## config.mk

```make
export PLATFORM = sky130hd
export DESIGN_NAME = twr_responder_frame_engine
export DESIGN_NICKNAME = d
export VERILOG_FILES = /design/src/design/twr_pkg.sv /design/src/design/twr_responder_frame_engine.sv /design/src/design/twr_front.sv /design/src/design/twr_queue.sv /design/src/design/twr_back.sv
export SDC_FILE = /design/constraint.sdc
export NUM_CORES = 1
export LEC_CHECK = 0
export BUFFER_PORTS_ARGS = -buffer_cell sky130_fd_sc_hd__clkbuf_2
export CAP_MARGIN = 20
export CELL_PAD_IN_SITES_DETAIL_PLACEMENT = 0
export CELL_PAD_IN_SITES_GLOBAL_PLACEMENT = 1
export CORE_ASPECT_RATIO = 0.6
export CORE_MARGIN = 3
export CORE_UTILIZATION = 47
export DETAILED_ROUTE_END_ITERATION = 10
export GPL_ROUTABILITY_DRIVEN = 0
export HOLD_SLACK_MARGIN = 0.15
export PLACE_DENSITY = 0.75
export SLEW_MARGIN = 20
export SYNTH_ARGS = -nofsm -noshare
export SYNTH_HDL_FRONTEND = slang
export SYNTH_SLANG_ARGS = --single-unit
```

## constraint.sdc

```tcl
create_clock -name clk -period 5.49 [get_ports clk]
set_clock_uncertainty 0.15 [all_clocks]
set_input_delay 0.549 -clock clk [delete_from_list [all_inputs] [get_ports clk]]
set_output_delay 0.549 -clock clk [all_outputs]
set_load 0.01 [all_outputs]
```

## src/design/twr_pkg.sv

```systemverilog
// Shared types and constants for the ranging responder frame engine.
// Depends on nothing; every other design file refers to it by scoped names.
package twr_pkg;

  localparam int CFG_IDX_W  = 3;
  localparam int CFG_DATA_W = 16;

  localparam logic [CFG_IDX_W-1:0] CFG_ANCHOR_ID  = 3'd0;
  localparam logic [CFG_IDX_W-1:0] CFG_BASE_DELAY = 3'd1;
  localparam logic [CFG_IDX_W-1:0] CFG_SLOT_SPACE = 3'd2;
  localparam logic [CFG_IDX_W-1:0] CFG_GUARD      = 3'd3;
  localparam logic [CFG_IDX_W-1:0] CFG_ANT_DELAY  = 3'd4;

  localparam logic [7:0]  RST_ANCHOR_ID  = 8'd1;
  localparam logic [15:0] RST_BASE_DELAY = 16'd800;
  localparam logic [15:0] RST_SLOT_SPACE = 16'd500;
  localparam logic [15:0] RST_GUARD      = 16'd100;
  localparam logic [15:0] RST_ANT_DELAY  = 16'd16436;

  localparam logic [1:0] ACT_RX_BYTE   = 2'd0;
  localparam logic [1:0] ACT_FRAME_END = 2'd1;
  localparam logic [1:0] ACT_TX_DONE   = 2'd2;

  localparam int HDR_LEN     = 10;
  localparam int STORE_LEN   = 11;
  localparam int STORE_IDX_W = 4;
  localparam int TARGET_POS  = 10;
  localparam int SEQ_POS     = 2;
  localparam int PTS_POS     = 10;
  localparam int RTS_POS     = 14;
  localparam int ANCHOR_POS  = 18;
  localparam int RESP_LEN    = 21;

  localparam logic [7:0] POLL_HDR [HDR_LEN] = '{
    8'h41, 8'h88, 8'h00, 8'hCA, 8'hDE, 8'h57, 8'h41, 8'h56, 8'h45, 8'hE0
  };
  localparam logic [7:0] RESP_HDR [HDR_LEN] = '{
    8'h41, 8'h88, 8'h00, 8'hCA, 8'hDE, 8'h56, 8'h45, 8'h57, 8'h41, 8'hE1
  };

  typedef struct packed {
    logic [1:0]  action;
    logic [7:0]  rx_byte;
    logic [39:0] rx_timestamp;
    logic        frame_good;
    logic        tx_ok;
  } in_item_t;

  typedef struct packed {
    logic        kind;
    logic [7:0]  tx_byte;
    logic [4:0]  byte_index;
    logic [31:0] delayed_tx_time;
    logic        last;
  } out_item_t;

  typedef struct packed {
    logic [7:0]  node_id;
    logic [15:0] reply_base_uus;
    logic [15:0] slot_step_uus;
    logic [15:0] guard_uus;
    logic [15:0] tx_antenna_delay;
  } cfg_t;

  typedef struct packed {
    logic        is_reset;
    logic [39:0] ts;
    logic [7:0]  seq;
  } job_t;

endpackage

```

## src/design/twr_responder_frame_engine.sv

```systemverilog
// Top level of the ranging responder frame engine: configuration registers,
// front end, job queue and back end. Uses twr_pkg, twr_front, twr_queue, twr_back.
//
// Usage: the in_ channel carries received bytes, frame-end events (receive
// timestamp and frame check flag) and transmit outcomes, one transfer per cycle while in_ready is high.
// The out_ channel carries the 21 bytes of a response frame, each with its
// scheduled transmit time, or a single receiver-reset request marked last.
// Registers are written through cfg_we / cfg_index / cfg_wdata; the user must
// write them only while idle, as the block does not enforce it. Throughput: one
// input transfer per cycle while the job queue has room. A response job passes
// the queue and S_MUL, S_SUM, S_RTS; S_SEND then registers one byte per cycle
// while the receiver takes each, and the back end takes no new job until done.
// A stalled receiver holds the output register; the back end waits, the
// QUEUE_DEPTH-entry job queue fills and only then in_ready drops.
// Reset: synchronous, active low; clears counters, sequence number, pending
// flag, queue and output valid, and loads the register defaults.
module twr_responder_frame_engine #(
  parameter int MAX_FRAME_BYTES = 24,
  parameter int QUEUE_DEPTH     = 4
) (
  input  logic                             clk,
  input  logic                             rst_n,
  input  logic                             in_valid,
  output logic                             in_ready,
  input  twr_pkg::in_item_t                in_item,
  output logic                             out_valid,
  input  logic                             out_ready,
  output twr_pkg::out_item_t               out_item,
  input  logic                             cfg_we,
  input  logic [twr_pkg::CFG_IDX_W-1:0]    cfg_index,
  input  logic [twr_pkg::CFG_DATA_W-1:0]   cfg_wdata
);

  twr_pkg::cfg_t cfg_r, cfg_nxt;
  logic          q_push, q_full, q_empty, q_pop;
  twr_pkg::job_t q_push_job, q_head;

  always_comb begin
    cfg_nxt = cfg_r;
    if (cfg_we) begin
      unique case (cfg_index)
        twr_pkg::CFG_ANCHOR_ID:  cfg_nxt.node_id          = cfg_wdata[7:0];
        twr_pkg::CFG_BASE_DELAY: cfg_nxt.reply_base_uus   = cfg_wdata;
        twr_pkg::CFG_SLOT_SPACE: cfg_nxt.slot_step_uus    = cfg_wdata;
        twr_pkg::CFG_GUARD:      cfg_nxt.guard_uus        = cfg_wdata;
        twr_pkg::CFG_ANT_DELAY:  cfg_nxt.tx_antenna_delay = cfg_wdata;
        default: begin
        end
      endcase
    end
  end

  always_ff @(posedge clk) begin
    if (!rst_n) begin
      cfg_r.node_id          <= twr_pkg::RST_ANCHOR_ID;
      cfg_r.reply_base_uus   <= twr_pkg::RST_BASE_DELAY;
      cfg_r.slot_step_uus    <= twr_pkg::RST_SLOT_SPACE;
      cfg_r.guard_uus        <= twr_pkg::RST_GUARD;
      cfg_r.tx_antenna_delay <= twr_pkg::RST_ANT_DELAY;
    end else begin
      cfg_r <= cfg_nxt;
    end
  end

  twr_front #(
    .MAX_FRAME_BYTES(MAX_FRAME_BYTES)
  ) u_front (
    .clk       (clk),
    .rst_n     (rst_n),
    .in_valid  (in_valid),
    .in_ready  (in_ready),
    .in_item   (in_item),
    .cfg       (cfg_r),
    .q_full    (q_full),
    .push_valid(q_push),
    .push_job  (q_push_job)
  );

  twr_queue #(
    .DEPTH(QUEUE_DEPTH)
  ) u_queue (
    .clk       (clk),
    .rst_n     (rst_n),
    .push_valid(q_push),
    .push_job  (q_push_job),
    .full      (q_full),
    .pop       (q_pop),
    .head      (q_head),
    .empty     (q_empty)
  );

  twr_back u_back (
    .clk      (clk),
    .rst_n    (rst_n),
    .cfg      (cfg_r),
    .q_empty  (q_empty),
    .q_head   (q_head),
    .pop      (q_pop),
    .out_valid(out_valid),
    .out_ready(out_ready),
    .out_item (out_item)
  );

  a_no_overflow: assert property (@(posedge clk) disable iff (!rst_n)
    q_push |-> !q_full)
    else $error("job pushed into a full queue");

  a_no_pop_empty: assert property (@(posedge clk) disable iff (!rst_n)
    q_pop |-> !q_empty)
    else $error("job popped from an empty queue");

  a_reset_req_form: assert property (@(posedge clk) disable iff (!rst_n)
    (out_valid && out_item.kind) |-> (out_item.last && out_item.byte_index == 5'd0
      && out_item.tx_byte == 8'h00 && out_item.delayed_tx_time == 32'd0))
    else $error("malformed receiver-reset request");

  a_last_byte: assert property (@(posedge clk) disable iff (!rst_n)
    (out_valid && !out_item.kind) |->
      (out_item.last == (out_item.byte_index == 5'(twr_pkg::RESP_LEN - 1))))
    else $error("last flag does not match final response byte");

endmodule

```

## src/design/twr_front.sv

```systemverilog
// Front end: accepts input transfers, stores the poll header, classifies frames.
// Pushes response and receiver-reset jobs into the job queue. Uses twr_pkg.
module twr_front #(
  parameter int MAX_FRAME_BYTES = 24
) (
  input  logic              clk,
  input  logic              rst_n,
  input  logic              in_valid,
  output logic              in_ready,
  input  twr_pkg::in_item_t in_item,
  input  twr_pkg::cfg_t     cfg,
  input  logic              q_full,
  output logic              push_valid,
  output twr_pkg::job_t     push_job
);

  localparam int CNT_W = $clog2(MAX_FRAME_BYTES + 2);
  localparam logic [CNT_W-1:0] CNT_MAX = CNT_W'(MAX_FRAME_BYTES + 1);
  localparam logic [CNT_W-1:0] MIN_LEN = CNT_W'(twr_pkg::STORE_LEN);
  localparam logic [CNT_W-1:0] MAX_LEN = CNT_W'(MAX_FRAME_BYTES);

  logic [7:0]       hdr_r [twr_pkg::STORE_LEN];
  logic [CNT_W-1:0] cnt_r, cnt_nxt;
  logic [7:0]       seq_r, seq_nxt;
  logic             pend_r, pend_nxt;
  logic             hdr_we;
  logic             accept;
  logic             hdr_match;
  logic             len_ok;

  assign in_ready = !q_full;
  assign accept   = in_valid && in_ready;
  assign len_ok   = (cnt_r >= MIN_LEN) && (cnt_r <= MAX_LEN);

  always_comb begin
    hdr_match = 1'b1;
    for (int i = 0; i < twr_pkg::HDR_LEN; i++) begin
      if (i != twr_pkg::SEQ_POS && hdr_r[i] != twr_pkg::POLL_HDR[i]) begin
        hdr_match = 1'b0;
      end
    end
    if (hdr_r[twr_pkg::TARGET_POS] != 8'd0 && hdr_r[twr_pkg::TARGET_POS] != cfg.node_id) begin
      hdr_match = 1'b0;
    end
  end

  always_comb begin
    cnt_nxt           = cnt_r;
    seq_nxt           = seq_r;
    pend_nxt          = pend_r;
    hdr_we            = 1'b0;
    push_valid        = 1'b0;
    push_job.is_reset = 1'b1;
    push_job.ts       = in_item.rx_timestamp;
    push_job.seq      = seq_r;
    if (accept) begin
      unique case (in_item.action)
        twr_pkg::ACT_RX_BYTE: begin
          hdr_we = (cnt_r < MIN_LEN);
          if (cnt_r < CNT_MAX) begin
            cnt_nxt = cnt_r + CNT_W'(1);
          end
        end
        twr_pkg::ACT_FRAME_END: begin
          cnt_nxt = '0;
          if (!in_item.frame_good) begin
            push_valid = 1'b1;
          end else if (len_ok && hdr_match) begin
            push_valid        = 1'b1;
            push_job.is_reset = 1'b0;
            pend_nxt          = 1'b1;
          end
        end
        twr_pkg::ACT_TX_DONE: begin
          if (pend_r) begin
            pend_nxt = 1'b0;
            if (in_item.tx_ok) begin
              seq_nxt = seq_r + 8'd1;
            end else begin
              push_valid = 1'b1;
            end
          end
        end
        default: begin
        end
      endcase
    end
  end

  always_ff @(posedge clk) begin
    if (hdr_we) begin
      hdr_r[cnt_r[twr_pkg::STORE_IDX_W-1:0]] <= in_item.rx_byte;
    end
  end

  always_ff @(posedge clk) begin
    if (!rst_n) begin
      cnt_r  <= '0;
      seq_r  <= '0;
      pend_r <= 1'b0;
    end else begin
      cnt_r  <= cnt_nxt;
      seq_r  <= seq_nxt;
      pend_r <= pend_nxt;
    end
  end

endmodule

```

## src/design/twr_queue.sv

```systemverilog
// Short job queue between front end and back end.
// Holds twr_pkg::job_t entries in registers; first in, first out.
module twr_queue #(
  parameter int DEPTH = 4
) (
  input  logic          clk,
  input  logic          rst_n,
  input  logic          push_valid,
  input  twr_pkg::job_t push_job,
  output logic          full,
  input  logic          pop,
  output twr_pkg::job_t head,
  output logic          empty
);

  localparam int PTR_W = (DEPTH > 1) ? $clog2(DEPTH) : 1;
  localparam int CNT_W = $clog2(DEPTH + 1);
  localparam logic [PTR_W-1:0] PTR_LAST = PTR_W'(DEPTH - 1);
  localparam logic [CNT_W-1:0] CNT_FULL = CNT_W'(DEPTH);

  twr_pkg::job_t    ent_r [DEPTH];
  logic [PTR_W-1:0] wr_r, wr_nxt, rd_r, rd_nxt;
  logic [CNT_W-1:0] cnt_r, cnt_nxt;
  logic             do_push, do_pop;

  assign full    = (cnt_r == CNT_FULL);
  assign empty   = (cnt_r == '0);
  assign head    = ent_r[rd_r];
  assign do_push = push_valid && !full;
  assign do_pop  = pop && !empty;

  always_comb begin
    wr_nxt  = wr_r;
    rd_nxt  = rd_r;
    cnt_nxt = cnt_r;
    if (do_push) begin
      wr_nxt = (wr_r == PTR_LAST) ? '0 : wr_r + PTR_W'(1);
    end
    if (do_pop) begin
      rd_nxt = (rd_r == PTR_LAST) ? '0 : rd_r + PTR_W'(1);
    end
    if (do_push && !do_pop) begin
      cnt_nxt = cnt_r + CNT_W'(1);
    end else if (do_pop && !do_push) begin
      cnt_nxt = cnt_r - CNT_W'(1);
    end
  end

  always_ff @(posedge clk) begin
    if (do_push) begin
      ent_r[wr_r] <= push_job;
    end
  end

  always_ff @(posedge clk) begin
    if (!rst_n) begin
      wr_r  <= '0;
      rd_r  <= '0;
      cnt_r <= '0;
    end else begin
      wr_r  <= wr_nxt;
      rd_r  <= rd_nxt;
      cnt_r <= cnt_nxt;
    end
  end

endmodule

```

## src/design/twr_back.sv

```systemverilog
// Back end: computes reply timing for a job and sends its result transfers.
// Takes jobs from twr_queue and configuration from the top level. Uses twr_pkg.
module twr_back (
  input  logic               clk,
  input  logic               rst_n,
  input  twr_pkg::cfg_t      cfg,
  input  logic               q_empty,
  input  twr_pkg::job_t      q_head,
  output logic               pop,
  output logic               out_valid,
  input  logic               out_ready,
  output twr_pkg::out_item_t out_item
);

  typedef enum logic [4:0] {
    S_IDLE = 5'b00001,
    S_MUL  = 5'b00010,
    S_SUM  = 5'b00100,
    S_RTS  = 5'b01000,
    S_SEND = 5'b10000
  } state_t;

  localparam logic [4:0] IDX_LAST = 5'(twr_pkg::RESP_LEN - 1);

  state_t             state_r, state_nxt;
  twr_pkg::job_t      job_r, job_nxt;
  logic [15:0]        prod_r, prod_nxt;
  logic [31:0]        txt_r, txt_nxt;
  logic [31:0]        rts_r, rts_nxt;
  logic [4:0]         idx_r, idx_nxt;
  logic               ov_r, ov_nxt;
  twr_pkg::out_item_t oi_r, oi_nxt;
  logic               out_free;
  logic [15:0]        anchor_m1;
  logic [31:0]        prod_full;
  logic [15:0]        delay;
  logic [39:0]        sum40;
  logic [7:0]         cur_byte;
  logic               is_last;

  function automatic logic [7:0] resp_byte(input logic [4:0] idx, input logic [7:0] seq,
                                           input logic [31:0] pts, input logic [31:0] rts,
                                           input logic [7:0] anchor);
    logic [4:0] off;
    logic [7:0] b;
    off = '0;
    b   = '0;
    if (idx < 5'(twr_pkg::HDR_LEN)) begin
      b = (idx == 5'(twr_pkg::SEQ_POS)) ? seq : twr_pkg::RESP_HDR[idx[3:0]];
    end else if (idx < 5'(twr_pkg::RTS_POS)) begin
      off = idx - 5'(twr_pkg::PTS_POS);
      b   = 8'(pts >> {off[1:0], 3'b000});
    end else if (idx < 5'(twr_pkg::ANCHOR_POS)) begin
      off = idx - 5'(twr_pkg::RTS_POS);
      b   = 8'(rts >> {off[1:0], 3'b000});
    end else if (idx == 5'(twr_pkg::ANCHOR_POS)) begin
      b = anchor;
    end
    return b;
  endfunction

  assign out_free  = !ov_r || out_ready;
  assign pop       = (state_r == S_IDLE) && !q_empty;
  assign anchor_m1 = {8'h00, cfg.node_id} - 16'd1;
  assign prod_full = anchor_m1 * cfg.slot_step_uus;
  assign delay     = cfg.reply_base_uus + prod_r + cfg.guard_uus;
  assign sum40     = job_r.ts + {8'h00, delay, 16'h0000};
  assign cur_byte  = resp_byte(idx_r, job_r.seq, job_r.ts[31:0], rts_r, cfg.node_id);
  assign is_last   = job_r.is_reset || (idx_r == IDX_LAST);

  always_comb begin
    state_nxt = state_r;
    job_nxt   = job_r;
    prod_nxt  = prod_r;
    txt_nxt   = txt_r;
    rts_nxt   = rts_r;
    idx_nxt   = idx_r;
    ov_nxt    = ov_r;
    oi_nxt    = oi_r;
    if (out_ready) begin
      ov_nxt = 1'b0;
    end
    unique case (state_r)
      S_IDLE: begin
        if (!q_empty) begin
          job_nxt   = q_head;
          idx_nxt   = '0;
          state_nxt = q_head.is_reset ? S_SEND : S_MUL;
        end
      end
      S_MUL: begin
        prod_nxt  = prod_full[15:0];
        state_nxt = S_SUM;
      end
      S_SUM: begin
        txt_nxt   = sum40[39:8];
        state_nxt = S_RTS;
      end
      S_RTS: begin
        rts_nxt   = {txt_r[23:1], 1'b0, 8'h00} + {16'h0000, cfg.tx_antenna_delay};
        state_nxt = S_SEND;
      end
      S_SEND: begin
        if (out_free) begin
          ov_nxt                 = 1'b1;
          oi_nxt.kind            = job_r.is_reset;
          oi_nxt.tx_byte         = job_r.is_reset ? 8'h00 : cur_byte;
          oi_nxt.byte_index      = job_r.is_reset ? 5'd0 : idx_r;
          oi_nxt.delayed_tx_time = job_r.is_reset ? 32'd0 : txt_r;
          oi_nxt.last            = is_last;
          if (is_last) begin
            state_nxt = S_IDLE;
          end else begin
            idx_nxt = idx_r + 5'd1;
          end
        end
      end
      default: begin
        state_nxt = S_IDLE;
      end
    endcase
  end

  always_ff @(posedge clk) begin
    job_r  <= job_nxt;
    prod_r <= prod_nxt;
    txt_r  <= txt_nxt;
    rts_r  <= rts_nxt;
    idx_r  <= idx_nxt;
    oi_r   <= oi_nxt;
  end

  always_ff @(posedge clk) begin
    if (!rst_n) begin
      state_r <= S_IDLE;
      ov_r    <= 1'b0;
    end else begin
      state_r <= state_nxt;
      ov_r    <= ov_nxt;
    end
  end

  assign out_valid = ov_r;
  assign out_item  = oi_r;

endmodule
```

==> run metrics <==
status finished with violations; failing checks setup timing; ys async rst share 0%; First-pass DRT Iterations 5; final wirelength 64.9 mm; Routed Antenna Nets 0; Total GRT Usage 22.0%; area grow syn2layout 16.8%; Req. time, crit path 5.67 ns; Nets 2500; GR Overflow Total 0; port bufs 124; count leader, synth edfxtp_1; multi-input logic area 10600 um2; net switching power 0.00354 W; most frequent CP cell fa_1; first-pass GRT wire length 99.4 mm; Die Wd 315 um; Final min period 5.94 ns; worst slack, placed -0.495 ns; number of core rows 67; worst skew pair latency 0.61 ns; achievable clock frequency 0.168 GHz; Root Buffer clkbuf_16; vias in the first global route 16.4k; CTS tree yes; slowest cell delay on critical path 0.52 ns; Post-synth EDFFs 457; Post-synth top flop edfxtp_1; synthesized area 26900 um2; DR WL/cell 21.5 um; Seq/Total Area, Yosys 58.5%; layout cell share with drive strength beyond 1 19.4%; clock power share 30.9%; Crit-path slowest cell fa_1; core area 56300 um2; Worst Tran Pin Value 0.982 ns; setup violators final 6; final hold slack 0.197 ns; CP Cell Sequence nor4_4 -> nand3b_1 -> xnor2_2 -> buf_4 -> and2_4 -> fa_1 -> inv_2 -> fa_1 -> inv_2 -> fa_1 -> inv_1 -> fa_1 -> inv_1 -> fa_1 -> inv_1 -> fa_1 -> inv_2 -> ha_4 -> nor2b_1 -> o21a_1 -> o41ai_2 -> xor2_1; combinational group share of total power 24.3%; Initial Util 47.8%; Slew HR 34.5%; Ys Warns 0; Tot Pwr 0.0119 W; largest net degree at the start of global routing 58; sequential group share of total power 44.8%; cts bufs inserted 51; Synth top area share 51.0%; P_leak 11.6 nW; Setup crit start kind register; Hold/Removal Path Class in -> reg; CTS Sinks 558; period utilization 108%; fillers 4550; storage element area 15800 um2; Top Ports 125; CP endpoint kind register; clock buffer depth 3; # DRC 0; Worst-path clk slew 0.07 ns; met1 Use GR 34.4%; vias per cell 5.39; fin util 55.9%; pwr dens 379 nW/um2; Crit path arrival time 6.12 ns; grt peak-use layer met1; post-route cell area 31400 um2; P_int 0.00836 W; Mapped Cells 1979; RSZ-0062 raised after global routing true; DR iter-0 viols 1423; final setup margin -0.451 ns; H-tree levels 2; hpwl dp 47.4 mm; Synth cell types 69; met3 usage 4.29%; met2 GRT Util 31.7%; worst-path fanout max 4; dominant cells by area after synthesis edfxtp_1 51%, dfxtp_1 7.5%, fa_1 7.1%, mux4_2 5.4%, ha_1 4.9%; max-slew violation count 0; peak supply drop 0.272 mV; Syn Area/Cell 13.6 um2; Vias 16.3k; post-synth net total 2256; final hold violation count 0; die height 191 um; Max Cap Viol 0; Critical Setup Path Class reg -> reg; switch share 29.7%; antenna violations before repair 2; synth cell count leaders 457 x edfxtp_1, 224 x nand2_1, 150 x inv_1; Yosys top cell by area edfxtp_1; number of synthesized register bits 558; DIE AREA 60300 um2; placed cell area 29000 um2
==> power groups by stage <==
stage          Clock, W  Sequential, W  Combinational (W)
2_1_floorplan         0        0.00528            0.00201
3_3_place_gp          0        0.00542            0.00279
3_5_place_dp          0        0.00543            0.00281
4_1_cts         0.00374        0.00534            0.00288
5_1_grt         0.00391        0.00537            0.00318
6_report        0.00367        0.00534            0.00289
==> final timing paths <==
check | start | to | slack (ns) | depth (start not counted)
worst max-delay path | cfg_r[68] | u_back.prod_r[15] | -0.45 | 22
worst min-delay path | cfg_wdata[10] | cfg_r[58] | 0.20 | 3
worst max register to register | cfg_r[68] | u_back.prod_r[15] | -0.45 | 22
worst min register to register | cfg_r[2] | u_back.rts_r[2] | 0.28 | 0
==> per-stage QoR <==
stage                     instances  TNS, ns
after floorplan                1979   -0.407
after global placement         2873    -1.63
after detailed placement       2873    -1.84
after CTS                      3019    -1.75
after global routing           3025    -2.96
final                          3026    -1.63
==> routing by layer <==
layer	vias to the layer above	part of all wire, %	wire, um
met5	-	0	0
met4	0	1.9	1230
met3	78	7.0	4560
met2	494	42	27200
met1	8198	49	32000
li1	7552	-	-
==> area by class of cell <==
cell class / instances / area share (%)
Clock inverter: 38 / 1.37
Multi-Input combinational cell: 1199 / 33.8
Timing Repair Buffer: 263 / 5.77
Antenna cell: 1 / 0.00796
Inverter: 150 / 1.79
Sequential cell: 558 / 50.1
Clock buffer: 58 / 4.14
Tap cell: 759 / 3.02
==> kinds of logic after synthesis <==
group / count (synthesis) / share of synthesized area [%]
XOR/XNOR: 113 / 3.89
adder cells (fa/ha/maj): 201 / 12.0
multiplexers: 70 / 5.63
AO/OA/AOI/OAI: 222 / 5.62
flip-flops: 558 / 58.5
buffers and inverters: 222 / 3.15
AND/OR/NAND/NOR: 593 / 11.2
==> critical path: cells and delay by family, from the launching register on <==
family,cells,cell delay [ns]
fa+ha+maj,7,3.16
compound gates,2,0.54
flops,1,0.36
simple gates,4,0.74
xor+xnor,2,0.28
buf+inv,7,0.44
==> sequential cells by signal, summed over array words and instances (netlist names), named ones only <==
name and count:
u_back.idx_r 5, u_front.pend_r 1, u_queue.rd_r 2, u_front.seq_r 8, u_front.hdr_r 80, u_back.out_valid 1, u_front.cnt_r 5, u_back.prod_r 16
u_back.job_r 49, u_back.txt_r 32, cfg_r 72, u_queue.cnt_r 3, u_back.out_item 47, u_back.rts_r 32, u_queue.wr_r 2, u_queue.ent_r 196
u_back.state_r 5
==> layout by cell type, fill, tap and decap left out, drive strengths merged, types with 9 or more instances in the layout <==
cell type,n
edfxtp,457
nand2,224
clkbuf,181
inv,151
ha,105
dfxtp,101
fa,96
buf,93
xnor2,81
nor2b,76
and2,71
mux4,65
a21boi,65
nor2,61
a21oi,50
dlygate4sd3,47
nand3,35
xor2,29
o21ai,27
clkinv,27
nor3,26
and3,17
nand2b,14
nand4,14
or3,10
a22oi,9
==> what timing repair did <==
item	4_1_cts	5_1_grt
hold buffers	47	0
gates resized for setup	20	19
setup buffers	3	7
pin swaps	21	28
endpoints found under the setup margin	6	7
endpoints found under the hold margin	177	0
(Power assumes the default switching activity.)
